--- src/sv/fdtw_pkg.sv ---
// Shared types, codes and helpers of the device tree structure token walker.
package fdtw_pkg;

    localparam int WordW = 32;

    localparam logic [2:0] EV_CONSUMED = 3'd0;
    localparam logic [2:0] EV_BEGIN    = 3'd1;
    localparam logic [2:0] EV_END      = 3'd2;
    localparam logic [2:0] EV_PROP     = 3'd3;
    localparam logic [2:0] EV_TREE_END = 3'd4;
    localparam logic [2:0] EV_INVALID  = 3'd5;
    localparam logic [2:0] EV_IGNORED  = 3'd6;

    localparam logic [1:0] KIND_NONE = 2'd0;
    localparam logic [1:0] KIND_NAME = 2'd1;
    localparam logic [1:0] KIND_DATA = 2'd2;

    localparam logic [WordW-1:0] TOK_BEGIN_NODE = 32'd1;
    localparam logic [WordW-1:0] TOK_END_NODE   = 32'd2;
    localparam logic [WordW-1:0] TOK_PROP       = 32'd3;
    localparam logic [WordW-1:0] TOK_END        = 32'd9;

    typedef struct packed {
        logic [2:0]       event_res;
        logic [WordW-1:0] token_offset;
        logic [WordW-1:0] prop_size;
        logic [WordW-1:0] name_address;
        logic [WordW-1:0] payload_word;
        logic [1:0]       payload_kind;
        logic             payload_last;
        logic [WordW-1:0] bad_token;
    } result_t;

    function automatic logic has_zero_byte(input logic [WordW-1:0] w);
        return (w[31:24] == 8'h00) || (w[23:16] == 8'h00) ||
               (w[15:8] == 8'h00) || (w[7:0] == 8'h00);
    endfunction

endpackage

--- src/sv/fdt_structure_token_walker_top.sv ---
// Top level of the flattened device tree structure token walker.
// The block takes one big-endian structure word per beat and returns exactly one
// result beat for it: a token event, a passed-on node name or property data word,
// a consumed mark, or an ignored mark while parsing is stopped. A word with the
// start flag in s_tuser restarts parsing at offset zero. One word is accepted every
// clock cycle unless a full result register holds the input register back; a word
// waits in the input register and then moves to the result register, where its
// result beat is offered on the master side until the master side is ready.
// The strings offset register is written through the cfg channel, which is always
// ready, and should be changed only while no beats are in flight.
module fdt_structure_token_walker_top (
    input  logic         aclk,
    input  logic         aresetn,
    input  logic         cfg_valid,
    output logic         cfg_ready,
    input  logic [31:0]  cfg_data,      // strings_offset
    input  logic         s_tvalid,
    output logic         s_tready,
    input  logic [31:0]  s_tdata,       // struct_word
    input  logic [0:0]   s_tuser,       // start_req
    output logic         m_tvalid,
    input  logic         m_tready,
    output logic [159:0] m_tdata,       // token_offset, prop_size, name_address,
                                        // payload_word, bad_token
    output logic [4:0]   m_tuser,       // event_res, payload_kind
    output logic         m_tlast        // payload_last
);

    logic              in_valid_reg;
    logic [31:0]       in_word_reg;
    logic              in_start_reg;
    logic [31:0]       strings_offset_reg;
    logic              out_ready;
    logic              advance;
    fdtw_pkg::result_t step_result;
    fdtw_pkg::result_t out_result;

    assign cfg_ready = 1'b1;
    assign s_tready  = !in_valid_reg || out_ready;
    assign advance   = in_valid_reg && out_ready;

    always_ff @(posedge aclk) begin
        if (!aresetn) begin
            in_valid_reg       <= 1'b0;
            strings_offset_reg <= '0;
        end else begin
            if (s_tvalid && s_tready) begin
                in_valid_reg <= 1'b1;
            end else if (advance) begin
                in_valid_reg <= 1'b0;
            end
            if (cfg_valid) begin
                strings_offset_reg <= cfg_data;
            end
        end
    end

    always_ff @(posedge aclk) begin
        if (s_tvalid && s_tready) begin
            in_word_reg  <= s_tdata;
            in_start_reg <= s_tuser[0];
        end
    end

    fdtw_step u_step (
        .aclk           (aclk),
        .aresetn        (aresetn),
        .advance        (advance),
        .word           (in_word_reg),
        .start          (in_start_reg),
        .strings_offset (strings_offset_reg),
        .result         (step_result)
    );

    fdtw_out_stage u_out (
        .aclk       (aclk),
        .aresetn    (aresetn),
        .load       (advance),
        .result_in  (step_result),
        .load_ready (out_ready),
        .valid      (m_tvalid),
        .take       (m_tready),
        .result_out (out_result)
    );

    assign m_tdata = {out_result.bad_token, out_result.payload_word,
                      out_result.name_address, out_result.prop_size,
                      out_result.token_offset};
    assign m_tuser = {out_result.payload_kind, out_result.event_res};
    assign m_tlast = out_result.payload_last;

`ifndef SYNTHESIS
    a_hold_input: assert property (@(posedge aclk) disable iff (!aresetn)
        in_valid_reg && !out_ready |=> in_valid_reg)
        else $error("Input word lost while the result register was full.");

    a_last_has_payload: assert property (@(posedge aclk) disable iff (!aresetn)
        m_tvalid && m_tlast |-> m_tuser[4:3] != fdtw_pkg::KIND_NONE)
        else $error("Last flag set on a result without payload.");

    a_ignored_clean: assert property (@(posedge aclk) disable iff (!aresetn)
        m_tvalid && m_tuser[2:0] == fdtw_pkg::EV_IGNORED
        |-> m_tuser[4:3] == fdtw_pkg::KIND_NONE && !m_tlast)
        else $error("Ignored word carries payload.");

    a_advance_fills_out: assert property (@(posedge aclk) disable iff (!aresetn)
        advance |=> m_tvalid)
        else $error("Processed word produced no result.");
`endif

endmodule

--- src/sv/fdtw_step.sv ---
// Token state machine that turns one structure word into one result.
module fdtw_step (
    input  logic                    aclk,
    input  logic                    aresetn,
    input  logic                    advance,
    input  logic [31:0]             word,
    input  logic                    start,
    input  logic [31:0]             strings_offset,
    output fdtw_pkg::result_t       result
);

    typedef enum logic [2:0] {
        PH_STOP,
        PH_TOKEN,
        PH_NAME,
        PH_PSIZE,
        PH_POFF,
        PH_DATA
    } phase_t;

    phase_t      phase_reg, phase_next, phase_cur;
    logic [29:0] words_left_reg, words_left_next;
    logic [31:0] held_size_reg, held_size_next;
    logic [31:0] word_position_reg, word_position_next;
    logic [31:0] token_start_reg, token_start_next;
    logic [31:0] pos_cur;
    logic [32:0] size_round;

    always_comb begin
        phase_cur          = start ? PH_TOKEN : phase_reg;
        pos_cur            = start ? 32'd0 : word_position_reg;
        phase_next         = phase_cur;
        words_left_next    = words_left_reg;
        held_size_next     = held_size_reg;
        token_start_next   = token_start_reg;
        size_round         = {1'b0, held_size_reg} + 33'd3;
        result             = '0;
        result.event_res   = fdtw_pkg::EV_CONSUMED;
        result.payload_kind = fdtw_pkg::KIND_NONE;

        unique case (phase_cur)
            PH_TOKEN: begin
                token_start_next = pos_cur;
                if (word == fdtw_pkg::TOK_BEGIN_NODE) begin
                    result.event_res = fdtw_pkg::EV_BEGIN;
                    phase_next       = PH_NAME;
                end else if (word == fdtw_pkg::TOK_END_NODE) begin
                    result.event_res = fdtw_pkg::EV_END;
                end else if (word == fdtw_pkg::TOK_PROP) begin
                    phase_next = PH_PSIZE;
                end else if (word == fdtw_pkg::TOK_END) begin
                    result.event_res = fdtw_pkg::EV_TREE_END;
                    phase_next       = PH_STOP;
                end else begin
                    result.event_res = fdtw_pkg::EV_INVALID;
                    result.bad_token = word;
                    phase_next       = PH_STOP;
                end
            end
            PH_NAME: begin
                result.payload_word = word;
                result.payload_kind = fdtw_pkg::KIND_NAME;
                if (fdtw_pkg::has_zero_byte(word)) begin
                    result.payload_last = 1'b1;
                    phase_next          = PH_TOKEN;
                end
            end
            PH_PSIZE: begin
                held_size_next = word;
                phase_next     = PH_POFF;
            end
            PH_POFF: begin
                result.event_res    = fdtw_pkg::EV_PROP;
                result.prop_size    = held_size_reg;
                result.name_address = strings_offset + word;
                if (held_size_reg == 32'd0) begin
                    phase_next = PH_TOKEN;
                end else begin
                    words_left_next = size_round[31:2] - 30'd1;
                    phase_next      = PH_DATA;
                end
            end
            PH_DATA: begin
                result.payload_word = word;
                result.payload_kind = fdtw_pkg::KIND_DATA;
                if (words_left_reg == 30'd0) begin
                    result.payload_last = 1'b1;
                    phase_next          = PH_TOKEN;
                end else begin
                    words_left_next = words_left_reg - 30'd1;
                end
            end
            default: begin
                result.event_res = fdtw_pkg::EV_IGNORED;
                phase_next       = PH_STOP;
            end
        endcase

        word_position_next  = (result.event_res != fdtw_pkg::EV_IGNORED) ?
                              pos_cur + 32'd4 : pos_cur;
        result.token_offset = token_start_next;
    end

    always_ff @(posedge aclk) begin
        if (!aresetn) begin
            phase_reg         <= PH_STOP;
            words_left_reg    <= '0;
            held_size_reg     <= '0;
            word_position_reg <= '0;
            token_start_reg   <= '0;
        end else if (advance) begin
            phase_reg         <= phase_next;
            words_left_reg    <= words_left_next;
            held_size_reg     <= held_size_next;
            word_position_reg <= word_position_next;
            token_start_reg   <= token_start_next;
        end
    end

endmodule

--- src/sv/fdtw_out_stage.sv ---
// Result register that holds one finished result until the master side takes it.
module fdtw_out_stage (
    input  logic              aclk,
    input  logic              aresetn,
    input  logic              load,
    input  fdtw_pkg::result_t result_in,
    output logic              load_ready,
    output logic              valid,
    input  logic              take,
    output fdtw_pkg::result_t result_out
);

    logic              valid_reg;
    fdtw_pkg::result_t result_reg;

    assign load_ready = !valid_reg || take;
    assign valid      = valid_reg;
    assign result_out = result_reg;

    always_ff @(posedge aclk) begin
        if (!aresetn) begin
            valid_reg <= 1'b0;
        end else if (load) begin
            valid_reg <= 1'b1;
        end else if (take) begin
            valid_reg <= 1'b0;
        end
    end

    always_ff @(posedge aclk) begin
        if (load) begin
            result_reg <= result_in;
        end
    end

endmodule

--- config.mk ---
export PLATFORM = sky130hd
export DESIGN_NAME = fdt_structure_token_walker_top
export DESIGN_NICKNAME = d
export VERILOG_FILES = /design/src/sv/fdtw_pkg.sv /design/src/sv/fdt_structure_token_walker_top.sv /design/src/sv/fdtw_step.sv /design/src/sv/fdtw_out_stage.sv
export SDC_FILE = /design/constraint.sdc
export NUM_CORES = 1
export LEC_CHECK = 0
export BUFFER_PORTS_ARGS = -buffer_cell sky130_fd_sc_hd__buf_2
export CORE_MARGIN = 4
export CORE_UTILIZATION = 40
export DETAILED_ROUTE_END_ITERATION = 16
export GPL_TIMING_DRIVEN = 0
export PLACE_DENSITY = 0.68
export REMOVE_ABC_BUFFERS = 1
export SLEW_MARGIN = 20
export SYNTH_ARGS = -nofsm -noshare
export SYNTH_HDL_FRONTEND = slang
export SYNTH_SLANG_ARGS = --single-unit
--- constraint.sdc ---
create_clock -name aclk -period 9.95 [get_ports aclk]
set_clock_uncertainty 0.2 [all_clocks]
set_input_delay 1.99 -clock aclk [delete_from_list [all_inputs] [get_ports aclk]]
set_output_delay 1.99 -clock aclk [all_outputs]
set_load 0.01 [all_outputs]
==> flow_summary.toml <==
[synth]
synth_top_area_share_pct = 34.61
yosysWarnings = 0
netlist_area_um2 = 17270
ys.flop_type = "edfxtp_1"
synthCells = 1721
synthXorXnorAreaFrac_pct = 3.094
synth_area_leaders = "edfxtp_1 35%, dfxtp_1 19%, nand2_1 5.8%, nor2_1 3.0%, a21oi_1 3.0%"
synth.distinct_cells = 89
synth_top_cell_by_area = "edfxtp_1"
synthMuxAreaShare_pct = 3.087
syn_avg_cell_area_um2 = 10.03
synthSimpleGateAreaFrac_pct = 21.96
synthArstFlopShare_pct = 0
synth-seq-cells = 362
synth_edf_count = 199
synth_top_family_by_area = "simple AND/OR/NAND/NOR gates"
synth_compound_area_share_pct = 12.15
synth_fa_ha_area_share_pct = 2.507
synth_seq_area_share_pct = 53.51

[global_route]
grt_max_degree = 104
overflow = 0
antenna_found_initial = 0
grt_pass1_wl_um = 73240
grt_pass1_vias = 13087
track_usage_pct = 19.63

[timing]
tightest_slew_ns = 1.102
min_period_ns = 4.991
hold_violations = 0
rsz0062_at_grt = "no"
finalSetupViolations = 0
slew_headroom_pct = 25.49
slew_violations = 0
fmax_mhz = 200.4
setup-tns-final_ns = 0
final.period_utilization_pct = 50.16

[finish]
mostFrequentLayoutCell = "nand2_1"
antenna_cells = 0
design_area_um2 = 20430
layout.nets = 2011
multiInputGateArea_um2 = 7480
fillers = 3878
regArea_um2 = 9239
largest_reg_flops = 166
final_cell_mix = "268 x nand2_1, 237 x buf_2, 199 x edfxtp_1"
drive_above_1_share_pct = 19.07
area_growth_pct = 18.35

[clocking]
cts_hold_buf = 0
cts_tree = "done"
clock-sinks = 362
cts_setup_buffers = 0
clk_pin_slew_ns = 0.06
clkLatencyLatePin_ns = 0.56
htree_levels = 2
cts_resized = 0
clock_path_buffers = 3
cts-root-buf = "clkbuf_16"
cts-buffers-inserted = 41

[placed_design]
placed_area_um2 = 18990
gp_congestion = 0.8709
dpl.hpwl_um = 32550
port_buffers = 237

[worst_setup_path]
worstPathMaxFanout = 56
crit_path_start = "in_start_reg$_DFFE_PP_"
start_kind = "register"
r2r_start = "in_start_reg$_DFFE_PP_"
required_ns = 10.14
worstSetupPathType = "reg2reg"
end_kind = "register"
crit_arrival_ns = 5.18

[min_path]
min-delay-start = "u_step.token_start_reg[10]$_SDFFE_PN0P_"
hold_class = "reg2reg"

[routing]
drc_errors = 0
routed_via_density = 5.406
firstDrtPassIters = 7
drtAntennaViolNets = 0
routedWlPerCell_um = 18.67
num_vias = 13606
first_iter_violations = 1120
routed_wl_um = 47000

[floorplan]
fp.dieH_um = 215.8
io_pins = 239
initial_utilization_pct = 40.80
dieArea_um2 = 46550
fp-row-count = 75
fp.coreArea_um2 = 42320
die_x_um = 215.8

[power_and_ir_drop]
power_density_nw_per_um2 = 171.0
ir_drop_mv = 0.1282
leakage_nw = 7.752

[run_status]
outcome = "finished, final reports clean"

[flow_run]
cap_violations = 0
[area by class of cell]
type,count,area share [%]
flip-flops and latches,362,45.21
clock buffers,63,6.136
clock inverters,13,0.8267
repair buffers,250,7.170
inverters,24,0.5144
multi-input cells,1228,36.61
well taps,577,3.533
[where the power goes]
| part | total [mW] | leakage (nW) | internal (mW) | switching (mW) |
|---|---|---|---|---|
| sequential | 1.67 | 3.20 | 1.63 | 0.0371 |
| clock | 1.57 | 0.696 | 0.973 | 0.600 |
| combinational | 0.257 | 3.85 | 0.0989 | 0.158 |
| total | 3.50 | 7.75 | 2.70 | 0.795 |
[metal layers]
metal	track usage [%]	share of wire, %
met5	0	0
met4	6.678	2.8
met3	4.093	7.0
met2	31.78	47
met1	26.33	43
[cell families after synthesis]
logic type                 after synthesis
muxes                                   52
other                                    1
xor gates and xnor gates                61
adders and majority gates               34
DFF                                    362
buffers and inverters                  131
AOI/OAI and AO/OA                      329
and+or+nand+nor                        751
[worst paths after layout]
check,endpoint,slack [ns],cells past startpoint
hold reg to reg,u_step.token_start_reg[10]$_SDFFE_PN0P_,0.25,2
setup reg to reg,u_step.words_left_reg[26]$_SDFFE_PN0P_,4.96,12
setup / recovery,u_step.words_left_reg[26]$_SDFFE_PN0P_,4.96,12
hold / removal,u_step.token_start_reg[10]$_SDFFE_PN0P_,0.25,2
[critical path: stages (launching register included)]
cell	delay, ns
edfxtp_1	0.70
nand4bb_4	0.43
buf_12	0.24
inv_2	0.74
nor2_1	0.13
a21oi_1	0.16
ha_1	0.23
o311ai_0	0.32
nor3_2	0.70
nand2_1	0.31
nor3_4	0.37
a31o_2	0.21
a31oi_1	0.07
[stage by stage]
stage | worst slack (ns) | power (mW) | hold slack [ns] | util, % | std cells
2_1_floorplan | 0.8133 | 1.838 | 0.2329 | - | 1614
3_3_place_gp | -2.888 | 1.944 | 0.2388 | 44.02 | 2428
3_5_place_dp | 4.556 | 1.954 | 0.2505 | 44.88 | 2441
4_1_cts | 4.563 | 3.535 | 0.2582 | 48.24 | 2517
5_1_grt | 4.484 | 3.622 | 0.2794 | 48.28 | 2517
6_report | 4.959 | 3.495 | 0.2542 | 48.28 | 2517
[cells in the mapped netlist, types with 4 or more instances]
cell type	n
nand2_1	268
edfxtp_1	199
dfxtp_1	163
nor2_1	140
a21oi_1	104
o21ai_0	87
and2_1	69
clkbuf_1	69
mux2i_1	44
nor3_1	44
nor2b_1	43
nand3_1	35
xnor2_1	35
ha_1	33
xor2_1	26
a211oi_1	24
inv_1	23
nand4_1	21
nor4_1	21
a21o_1	17
or3_1	16
or4_1	16
and3_1	15
a31oi_1	13
buf_1	12
buf_6	12
o31ai_1	12
o211ai_1	10
nand2b_1	9
o21a_1	9
buf_4	8
nor3b_1	8
mux2_2	7
o31a_1	6
a211o_1	5
and4_1	5
o211a_1	5
or2_2	5
a22oi_1	4
a311oi_1	4
nand3b_1	4
o21bai_1	4
No activity file was read; power rests on OpenSTA's default activity.
